## config.mk

```make
export PLATFORM = sky130hd
export DESIGN_NAME = dfpa_cell
export DESIGN_NICKNAME = d
export VERILOG_FILES = /design/src/sv/dfpa_pkg.sv /design/src/sv/dfpa_cell.sv
export SDC_FILE = /design/constraint.sdc
export NUM_CORES = 1
export LEC_CHECK = 0
export CAP_MARGIN = 20
export CORE_AREA = 8 8 92 94
export DETAILED_ROUTE_END_ITERATION = 8
export DIE_AREA = 0 0 100 102
export DONT_BUFFER_PORTS = 1
export GPL_TIMING_DRIVEN = 0
export PLACE_DENSITY = 0.62
export SETUP_SLACK_MARGIN = 0.3
export SLEW_MARGIN = 20
export SYNTH_ARGS = -nofsm -noshare
export SYNTH_HDL_FRONTEND = slang
export SYNTH_SLANG_ARGS = --single-unit
```

## constraint.sdc

```tcl
create_clock -name clk -period 6 [get_ports clk]
set_input_delay 0.6 -clock clk [delete_from_list [all_inputs] [get_ports clk]]
set_output_delay 0.6 -clock clk [all_outputs]
set_load 0.005 [all_outputs]
```

## src/sv/dfpa_pkg.sv

```systemverilog
package dfpa_pkg;

  localparam int FRAC_BITS_DEF = 7;
  localparam int INT_BITS_DEF  = 9;

  localparam int WORD_W = 16;
  localparam int HUND_W = 16;
  localparam int PROD_W = 2 * HUND_W;
  localparam int DVD_W  = 23;
  localparam int TOT_W  = 25;
  localparam int QE_W   = 26;
  localparam int IP_W   = 19;

  localparam int RECIP_SHIFT = 35;
  localparam logic [30:0] RECIP25 = 31'd1374389534;
  localparam logic [7:0] HUNDRED8 = 8'd100;

  typedef enum logic [1:0] {
    OP_ADD = 2'd0,
    OP_SUB = 2'd1,
    OP_MUL = 2'd2,
    OP_DIV = 2'd3
  } op_t;

  typedef struct packed {
    op_t               op;
    logic              dz;
    logic [TOT_W-1:0]  val;
    logic [HUND_W-1:0] rem;
    logic [HUND_W-1:0] dvs;
  } dfpa_word_t;

endpackage

```

## src/sv/dfpa_cell.sv

```systemverilog
module dfpa_cell import dfpa_pkg::*; (
  input  logic       clk,
  input  logic       rst,
  input  logic       in_valid,
  output logic       in_ready,
  input  dfpa_word_t in_word,
  output logic       out_valid,
  input  logic       out_ready,
  output dfpa_word_t out_word
);

  logic          v;
  logic [HUND_W:0] t, d;
  logic          ge;
  dfpa_word_t    nxt;

  assign in_ready  = !v || out_ready;
  assign out_valid = v;

  always_comb begin
    nxt = in_word;
    t   = {in_word.rem, in_word.val[DVD_W-1]};
    d   = t - {1'b0, in_word.dvs};
    ge  = (t >= {1'b0, in_word.dvs});
    if (in_word.op == OP_DIV) begin
      nxt.rem = ge ? d[HUND_W-1:0] : t[HUND_W-1:0];
      nxt.val = {in_word.val[TOT_W-2:0], ge};
    end
  end

  always_ff @(posedge clk) begin
    if (rst) begin
      v <= 1'b0;
    end else if (in_ready) begin
      v <= in_valid;
    end
    if (in_ready && in_valid) out_word <= nxt;
  end

endmodule

```

==> flow_metrics.py <==
metrics = {
    "clock_network": {
        "cts.repair_timing.setup_buffer_count": 0,
        "clock-root-buffer": "sky130_fd_sc_hd__clkbuf_8",
        "hold_buffers": 0,
        "ctsHtreeMaxLevel": 3,
        "cts_resized": 0,
        "clkTransAtPathRegs_ps": 70,
        "max-clock-path-buffers": 2,
        "tritoncts": "yes",
        "worstSkewPairLatency_ps": 340,
        "numCtsBuffers": 9,
        "clkSinkCount": 61,
    },
    "synthesis": {
        "synth_xor_xnor_area_share_pct": 2.30,
        "post_synth_fa_ha_maj_area_fraction_pct": 6.41,
        "synthesis.instances": 342,
        "postSynthAreaPerCell_um2": 10.0,
        "postSynthNetCount": 423,
        "post_synth_and_or_nand_nor_area_fraction_pct": 18.3,
        "ys_seq_area_share_pct": 53.1,
        "largest_family_of_logic_cells_by_synthesized_area": "simple AND/OR/NAND/NOR gates",
        "synth_mux_area_share_pct": 0,
        "yosys_register_bits": 61,
        "synth-async-reset-ratio_pct": 0,
        "ys_warn_count": 0,
        "yosys_most_used_dff": "sky130_fd_sc_hd__edfxtp_1",
        "synth_cell_types": 47,
        "synth_compound_area_share_pct": 15.7,
        "synth.cell_area_mm2": 0.00343,
        "number_of_enable_type_register_cells_in_the_synthesized_netlist": 60,
    },
    "sta": {
        "fin_ws_ps": 3560,
        "finalSetupViolCount": 0,
        "rsz_0062_raised_after_global_routing": "false",
        "fin_crit_ps": 2440,
        "fin_hold_ws_ps": 329,
        "worst_clock_skew_ps": 12.0,
        "setup_total_negative_slack_ps": 0,
        "finalCritPeriodShare_pct": 40.7,
        "tightest_slew_ps": 737,
        "max_clock_freq_ghz": 0.410,
        "hold_viol_final": 0,
        "final-max-slew-violation-count": 0,
        "max_slew_margin_pct": 50.8,
    },
    "setup_path": {
        "worstPathArrival_ps": 2500,
        "ff2ff_path_depth": 3,
        "timing.critical_path.from_type": "primary input",
        "worst-setup-path-type": "primary input to flop",
        "cp_max_fo": 10,
        "worstSetupEndpointType": "flop",
        "worstPathRequired_ps": 6060,
    },
    "global_routing": {
        "grt_pass1_vias": 2556,
        "grt_start_max_net_pins": 32,
        "grt_pass1_wl_mm": 13.1,
        "total_global_routing_overflow": 0,
        "number_of_antenna_violations_at_the_first_check_in_global_routing": 0,
        "grtUsageTotal_pct": 17.0,
    },
    "die": {
        "die_width_um": 100,
        "num_io_pins": 126,
        "die-height_um": 102,
        "initial_utilization_pct": 48.6,
        "core.rowCount": 31,
        "coreArea_mm2": 0.00706,
        "floorplan.die_area_mm2": 0.0102,
    },
    "power": {
        "p_clk_share_pct": 33.6,
        "power.net_switching_mw": 0.273,
        "vdd_drop_max_mv": 0.132,
        "total_leakage_power_nw": 1.47,
        "comb_power_share_pct": 15.7,
        "internal_power_mw": 0.759,
        "p_per_area_mw_per_mm2": 274,
        "power.sequential.fraction_pct": 50.7,
        "switching_share_pct": 26.5,
    },
    "routing": {
        "routed_via_count": 2597,
        "wl_per_cell_um": 19.3,
        "drt-initial-drc-count": 151,
        "routed_wirelength_mm": 8.82,
        "drc": 0,
        "detailedRoute.firstPassIterationCount": 4,
        "post_drt_antenna_nets": 0,
        "routed_via_density": 5.67,
    },
    "placed_design": {
        "io_buffer_count": 0,
        "post-dp-hpwl_mm": 6.71,
        "gp_congestion": 0.841,
        "dp_slack_ps": 3230,
    },
    "final_layout": {
        "num-fill-cells": 662,
        "num_antenna_cells": 0,
        "num-nets-final": 435,
        "layout-drive-gt1-share_pct": 8.08,
        "syn_to_final_growth_pct": 9.58,
    },
    "min_path": {
        "hold_path_class": "primary input to flop",
        "hold-path-cell-count": 1,
    },
    "run_status": {
        "outcome": "complete, no violations",
    },
    "run": {
        "cap_viol_max_count": 0,
    },
}
## per-stage QoR
| step | instance area (um2) | power (mW) | std cells | util [%] |
|---|---|---|---|---|
| floorplan | 3430 | 0.656 | 342 | - |
| global placement | 3560 | 0.692 | 441 | 50.4 |
| detailed placement | 3580 | 0.695 | 442 | 50.7 |
| CTS | 3760 | 1.04 | 458 | 53.3 |
| global route | 3760 | 1.08 | 458 | 53.3 |
| finish | 3760 | 1.03 | 458 | 53.3 |
## critical path, cell delays in order
cell,delay (ps)
sky130_fd_sc_hd__inv_1,20
sky130_fd_sc_hd__ha_1,350
sky130_fd_sc_hd__a21oi_1,360
sky130_fd_sc_hd__o21a_1,230
sky130_fd_sc_hd__a21bo_2,200
sky130_fd_sc_hd__a41oi_4,220
sky130_fd_sc_hd__o21ai_2,340
sky130_fd_sc_hd__o211ai_1,180
## cell type report
type | count | area [um2] | area share, %
plain buffers | 13 | 62.6 | 1.66
clock buffers | 11 | 131 | 3.49
clock inverters | 5 | 51.3 | 1.36
inverters | 22 | 82.6 | 2.19
multi-input cells | 246 | 1470 | 39.0
flip-flops and latches | 61 | 1820 | 48.4
well taps | 99 | 124 | 3.29
repair buffers | 1 | 20.0 | 0.532
## cells in the final DEF (no fill, tap or decap), types with 9 or more instances in the layout
master,netlist,layout
sky130_fd_sc_hd__a21oi_1,19,19
sky130_fd_sc_hd__o21ai_0,16,16
sky130_fd_sc_hd__nor2_1,17,17
sky130_fd_sc_hd__a31oi_1,11,11
sky130_fd_sc_hd__nand2_1,85,85
sky130_fd_sc_hd__inv_1,22,22
sky130_fd_sc_hd__nand3_1,14,14
sky130_fd_sc_hd__edfxtp_1,60,60
sky130_fd_sc_hd__ha_1,16,16
sky130_fd_sc_hd__clkbuf_8,0,9
## worst paths after layout
check / start / endpoint / slack, ps
setup / recovery: in_word[6] / out_word[31] / 3560
hold reg to reg: out_valid / out_valid / 580
hold / removal: rst / out_valid / 330
setup reg to reg: out_valid / out_word[19] / 4540
## synthesized netlist by cell type (2+ instances only)
library cell	count	area share [%]
sky130_fd_sc_hd__o211ai_1	8	1.7
sky130_fd_sc_hd__nand2_1	85	9.3
sky130_fd_sc_hd__nand2b_1	2	0.36
sky130_fd_sc_hd__inv_1	22	2.4
sky130_fd_sc_hd__edfxtp_1	60	52
sky130_fd_sc_hd__clkbuf_1	6	0.66
sky130_fd_sc_hd__o221ai_1	3	0.77
sky130_fd_sc_hd__a31oi_1	11	2.0
sky130_fd_sc_hd__nor2_1	17	1.9
sky130_fd_sc_hd__nand3_1	14	2.0
sky130_fd_sc_hd__a21oi_1	19	2.8
sky130_fd_sc_hd__or3_1	3	0.55
sky130_fd_sc_hd__xnor2_1	8	2.0
sky130_fd_sc_hd__buf_1	3	0.33
sky130_fd_sc_hd__nand2_2	3	0.55
sky130_fd_sc_hd__a21o_1	3	0.66
sky130_fd_sc_hd__o21a_1	3	0.66
sky130_fd_sc_hd__o21ai_0	16	2.3
sky130_fd_sc_hd__ha_1	16	5.8
sky130_fd_sc_hd__nand4_1	8	1.5
sky130_fd_sc_hd__a211o_1	2	0.51
sky130_fd_sc_hd__and2_1	3	0.55
sky130_fd_sc_hd__and3_1	2	0.36
sky130_fd_sc_hd__buf_2	2	0.29
## metal layers
| layer | vias up | GRT usage (%) | part of all wire [%] |
|---|---|---|---|
| met5 | - | 0 | 0 |
| met4 | 0 | 6.98 | 2.1 |
| met3 | 16 | 7.02 | 9.4 |
| met2 | 107 | 29.2 | 49 |
| met1 | 1212 | 18.3 | 39 |
| li1 | 1262 | - | - |
## power by group through the flow
stage | combinational (mW) | sequential, mW | clock (mW)
6_report | 0.162 | 0.523 | 0.347
5_1_grt | 0.183 | 0.526 | 0.369
4_1_cts | 0.161 | 0.525 | 0.354
3_5_place_dp | 0.160 | 0.534 | 0
3_3_place_gp | 0.156 | 0.536 | 0
2_1_floorplan | 0.127 | 0.528 | 0
## cell families (layout without fill, tap and decap cells)
group / count (synthesis) / after routing
and+or+nand+nor: 141 / 141
AOI/OAI and AO/OA: 79 / 79
adders and majority gates: 17 / 17
DFF: 61 / 61
buffers and inverters: 35 / 52
xor gates and xnor gates: 9 / 9
## sequential cells by signal, summed over array words and instances, names as in the netlist
name,count
out_word,60
out_valid,1
Note: power is estimated with default switching activity, not from simulation.
