$ cat src/sv/dfpa_pkg.sv
package dfpa_pkg;

  localparam int FRAC_BITS_DEF = 7;
  localparam int INT_BITS_DEF  = 9;

  localparam int WORD_W = 16;
  localparam int HUND_W = 16;
  localparam int PROD_W = 2 * HUND_W;
  localparam int DVD_W  = 23;
  localparam int TOT_W  = 25;
  localparam int QE_W   = 26;
  localparam int IP_W   = 19;

  localparam int RECIP_SHIFT = 35;
  localparam logic [30:0] RECIP25 = 31'd1374389534;
  localparam logic [7:0] HUNDRED8 = 8'd100;

  typedef enum logic [1:0] {
    OP_ADD = 2'd0,
    OP_SUB = 2'd1,
    OP_MUL = 2'd2,
    OP_DIV = 2'd3
  } op_t;

  typedef struct packed {
    op_t               op;
    logic              dz;
    logic [TOT_W-1:0]  val;
    logic [HUND_W-1:0] rem;
    logic [HUND_W-1:0] dvs;
  } dfpa_word_t;

endpackage

$ cat src/sv/dfpa_front.sv
module dfpa_front import dfpa_pkg::*; #(
  parameter int FRAC_FIELD_BITS = FRAC_BITS_DEF,
  parameter int INT_FIELD_BITS  = INT_BITS_DEF
) (
  input  logic              clk,
  input  logic              rst,
  input  logic              in_valid,
  output logic              in_ready,
  input  logic [1:0]        opcode,
  input  logic [WORD_W-1:0] operand_a,
  input  logic [WORD_W-1:0] operand_b,
  output logic              out_valid,
  input  logic              out_ready,
  output dfpa_word_t        out_word
);

  localparam logic [HUND_W-1:0] IMASK = (INT_FIELD_BITS >= HUND_W) ? '1 :
    HUND_W'((64'd1 << INT_FIELD_BITS) - 64'd1);
  localparam logic [HUND_W-1:0] FMASK = HUND_W'((64'd1 << FRAC_FIELD_BITS) - 64'd1);

  logic v1, v2, v3, v4;
  logic en1, en2, en3, en4;

  op_t               op1, op2, op3;
  logic [HUND_W-1:0] a1, b1, b2, b3;
  logic              dz2, dz3;
  logic [TOT_W-1:0]  val2, val3;
  logic [PROD_W-1:0] prod2, prod3;
  logic [QE_W-1:0]   qe3;

  logic [HUND_W-1:0]  ip_a, ip_b, a_in, b_in;
  logic [TOT_W-1:0]   tot;
  logic [60:0]        mq;
  logic [7:0]         r8;
  logic               fix;
  logic [TOT_W-1:0]   mval;

  assign en4 = !v4 || out_ready;
  assign en3 = !v3 || en4;
  assign en2 = !v2 || en3;
  assign en1 = !v1 || en2;
  assign in_ready  = en1;
  assign out_valid = v4;

  always_comb begin
    ip_a = (operand_a >> FRAC_FIELD_BITS) & IMASK;
    ip_b = (operand_b >> FRAC_FIELD_BITS) & IMASK;
    a_in = HUND_W'(ip_a * 16'd100) + (operand_a & FMASK);
    b_in = HUND_W'(ip_b * 16'd100) + (operand_b & FMASK);
    unique case (op1)
      OP_ADD: tot = TOT_W'(a1) + TOT_W'(b1);
      OP_SUB: tot = (a1 < b1) ? '0 : TOT_W'(a1 - b1);
      OP_MUL: tot = '0;
      OP_DIV: tot = TOT_W'(DVD_W'(a1) * DVD_W'(100));
      default: tot = '0;
    endcase
    mq   = 61'(prod2[PROD_W-1:2]) * 61'(RECIP25);
    r8   = prod3[7:0] - 8'(qe3[7:0] * HUNDRED8);
    fix  = (r8 >= HUNDRED8);
    mval = (op3 == OP_MUL) ? TOT_W'(qe3 + QE_W'(fix)) : val3;
  end

  always_ff @(posedge clk) begin
    if (rst) begin
      v1 <= 1'b0;
      v2 <= 1'b0;
      v3 <= 1'b0;
      v4 <= 1'b0;
    end else begin
      if (en1) v1 <= in_valid;
      if (en2) v2 <= v1;
      if (en3) v3 <= v2;
      if (en4) v4 <= v3;
    end
    if (en1 && in_valid) begin
      op1 <= op_t'(opcode);
      a1  <= a_in;
      b1  <= b_in;
    end
    if (en2 && v1) begin
      op2   <= op1;
      val2  <= tot;
      prod2 <= PROD_W'(a1) * PROD_W'(b1);
      b2    <= b1;
      dz2   <= (op1 == OP_DIV) && (b1 == '0);
    end
    if (en3 && v2) begin
      op3   <= op2;
      val3  <= val2;
      prod3 <= prod2;
      qe3   <= mq[60:RECIP_SHIFT];
      b3    <= b2;
      dz3   <= dz2;
    end
    if (en4 && v3) begin
      out_word.op  <= op3;
      out_word.dz  <= dz3;
      out_word.val <= mval;
      out_word.rem <= '0;
      out_word.dvs <= b3;
    end
  end

endmodule

$ cat config.mk
export PLATFORM = sky130hd
export DESIGN_NAME = dfpa_front
export DESIGN_NICKNAME = d
export VERILOG_FILES = /design/src/sv/dfpa_pkg.sv /design/src/sv/dfpa_front.sv
export SDC_FILE = /design/constraint.sdc
export NUM_CORES = 2
export LEC_CHECK = 0
export ABC_AREA = 1
export BUFFER_PORTS_ARGS = -buffer_cell sky130_fd_sc_hd__clkbuf_2
export CAP_MARGIN = 25
export CELL_PAD_IN_SITES_DETAIL_PLACEMENT = 1
export CELL_PAD_IN_SITES_GLOBAL_PLACEMENT = 1
export CORE_ASPECT_RATIO = 2
export CORE_MARGIN = 2
export CORE_UTILIZATION = 50
export CTS_CLUSTER_SIZE = 14
export DETAILED_ROUTE_END_ITERATION = 12
export PLACE_DENSITY = 0.9
export SYNTH_ARGS = -nofsm -noshare
export SYNTH_HDL_FRONTEND = slang
export SYNTH_SLANG_ARGS = --single-unit
$ cat constraint.sdc
create_clock -name clk -period 7.5 [get_ports clk]
set_input_delay 0.75 -clock clk [delete_from_list [all_inputs] [get_ports clk]]
set_output_delay 0.75 -clock clk [all_outputs]
set_load 0.1 [all_outputs]
==> flow_summary.yaml <==
outcome:
  status: "complete, no violations"
layout:
  drive_gt1_share_pct: 4.72
  final_nets: 6109
  area_growth_pct: 6.36
floorplanning:
  dieWidth_um: 205
  core_area_um2: 80000
  rows: 147
  die_h_um: 405
  die_area_um2: 82900
  start_util_pct: 50.3
  num_io_pins: 100
global_routing:
  grt_max_degree: 59
  grt_pass1_wl_mm: 244
  grt_pass1_vias: 40200
  overflow: 0
  track_usage_pct: 41.0
  grt_antenna_before_repair: 9
yosys:
  seq_area_frac_synth_pct: 17.0
  ys_ff_latch: 229
  synth_area_um2: 40200
  synth.avg_cell_area_um2: 8.40
  synthCells: 4790
  ys_warn_count: 0
  yosysUniqueCellTypes: 47
critical_path:
  cp.required_ns: 7.85
  crit_path_start_kind: "register"
  arrival_ns: 7.51
  crit_type: "reg2reg"
  crit_path_end_kind: "register"
  r2r_end: "qe3[9]"
  r2r_start: "prod2[18]"
  path_max_fanout: 9
  rr_worst_depth: 22
  reg2reg_slack_ns: 0.34
drt:
  firstDrtPassIters: 6
  drt_iter0_drc: 1938
  antenna_left: 0
  wl_per_cell_um: 27.6
  vias: 34400
  drc: 0
  viasPerCell: 5.79
  finalWirelength_mm: 164
clock_tree:
  post_cts_buffers: 0
  cts.sinks: 229
  cts_resized: 0
  ctsHtreeMaxLevel: 1
  cts_tree: "built"
  insertion_delay_ns: 0.61
  clk_path_buf_depth: 3
  cts_hold_buf: 0
  cts_root_buffer: "clkbuf_16"
  clkTransAtPathRegs_ns: 0.07
  numCtsBuffers: 24
placement:
  dp_hpwl_mm: 138
  numPortBuffers: 83
  place.gp.congestion: 1.12
timing:
  worstMarginPinSlew_ns: 1.13
  maxSlewViolCount: 0
  relSlewSlack_pct: 24.3
  setup-tns-final_ns: 0
  post-route-period-util_pct: 95.4
  fin_crit_ns: 7.16
  hold_viol_final: 0
  setup_viol: 0
  fin_skew_ns: 0.0321
  rsz0062_at_grt: "false"
  max_freq_mhz: 140
flow_run:
  maxCapViolCount: 0
min_path:
  hold-path-endpoint: "b1[1]"
  hp-class: "in2reg"
  hp-start: "operand_b[1]"
  hold_depth: 1
[worst max path at each step]
stage | depth (start not counted) | startpoint | slack [ns] | end
finish | 22 | prod2[18] | 0.34 | qe3[9]
global route | 22 | prod2[4] | 0.21 | qe3[0]
CTS | 22 | prod2[7] | 0.37 | qe3[0]
detailed placement | 22 | prod2[7] | 0.41 | qe3[0]
global placement | 20 | prod2[10] | 0.60 | qe3[0]
floorplan | 20 | prod2[14] | 1.71 | qe3[16]
[final cells by class]
type | instances | area, µm²
clock inverter | 15 | 183
tap | 1043 | 1310
sequential | 229 | 6840
clock buffer | 25 | 604
inverter | 1244 | 4680
fill | 9741 | 37200
antenna | 3 | 7.51
multi-input combinational | 3242 | 28400
timing repair buffer | 135 | 818
[registers in the layout, summed over array words and instances, names as in the netlist]
signal and flops:
op3 2, b3 16, v2 1, qe3 25
a1 16, dz3 1, prod2 30, op2 2
op1 2, b1 16, v3 1, out_word 44
prod3 6, v1 1, b2 16, val3 24
val2 24, out_valid 1, dz2 1
[per-stage QoR]
stage	utilization (%)	worst slack (ns)	hold WS [ns]	std cells	instance area (µm²)
CTS	53.5	0.369	0.324	5932	42800
global route	53.5	0.212	0.335	5933	42800
finish	53.5	0.344	0.331	5936	42800
global placement	52.5	0.604	0.402	5891	42000
detailed placement	52.5	0.409	0.406	5892	42000
floorplan	-	1.71	0.400	4805	40300
[critical path, stage by stage (launching register included)]
cell      delay, ns
edfxtp_1       0.64
fa_1           0.83
ha_1           0.43
inv_1          0.05
fa_1           0.55
inv_1          0.05
fa_1           0.46
fa_1           0.51
inv_1          0.05
fa_1           0.43
inv_1          0.22
ha_1           0.29
ha_1           0.29
ha_1           0.69
nand2_1        0.19
nor2_1         0.17
inv_1          0.08
nor2_1         0.31
nand2_1        0.15
nor3_1         0.21
nand2_1        0.10
nand4_1        0.10
nand2_1        0.06
[cell usage after synthesis (all sizes together)]
cell | count | share of area, %
a211oi | 1 | 0.019
a21boi | 1 | 0.019
a21o | 4 | 0.075
a21oi | 164 | 2.1
a31oi | 2 | 0.031
and2 | 4 | 0.062
buf | 23 | 0.45
clkbuf | 67 | 0.62
clkinv | 1 | 0.0093
conb | 1 | 0.0093
dfxtp | 4 | 0.20
edfxtp | 225 | 17
fa | 550 | 27
ha | 645 | 20
inv | 1243 | 12
nand2 | 1101 | 10
nand3 | 164 | 2.1
nand3b | 18 | 0.34
nand4 | 54 | 0.91
nor2 | 252 | 2.5
nor3 | 36 | 0.47
nor4 | 4 | 0.062
o211ai | 10 | 0.27
o21a | 4 | 0.075
o21ai | 102 | 1.3
o21bai | 14 | 0.26
or2 | 7 | 0.11
xnor2 | 29 | 0.63
xor2 | 60 | 1.3
[logic make-up (layout without fill, tap and decap cells)]
| logic type | after synthesis | in the layout | share of synthesized area [%] |
|---|---|---|---|
| simple gates | 1640 | 1640 | 16.9 |
| buf+inv | 1334 | 1419 | 12.7 |
| fa+ha+maj | 1195 | 1195 | 47.4 |
| compound gates | 302 | 302 | 4.10 |
| flops | 229 | 229 | 17.0 |
| xor+xnor | 89 | 89 | 1.94 |
| other cells | 1 | 19 | 0.00932 |
[metal layers]
metal	up-vias	routed length, µm	GRT usage (%)
li1	14800	-	-
met1	16900	44500	32.5
met2	1578	84600	73.6
met3	1053	10700	11.1
met4	16	24100	47.3
met5	-	182	0.666
[cell usage in the layout, fill, tap and decap left out, types with 83 or more instances in the layout]
cell      Yosys  layout
nor2_1      238     236
ha_1        645     645
o21ai_0      94      93
nand2_1    1093    1093
edfxtp_1    225     225
inv_1      1236    1234
a21oi_1     161     161
clkbuf_2      0      83
fa_1        550     550
nand3_1     162     162
Power is left out: the tool's default activity adds up to more than one toggle a clock period on the data nets, which glitch-free logic cannot reach.
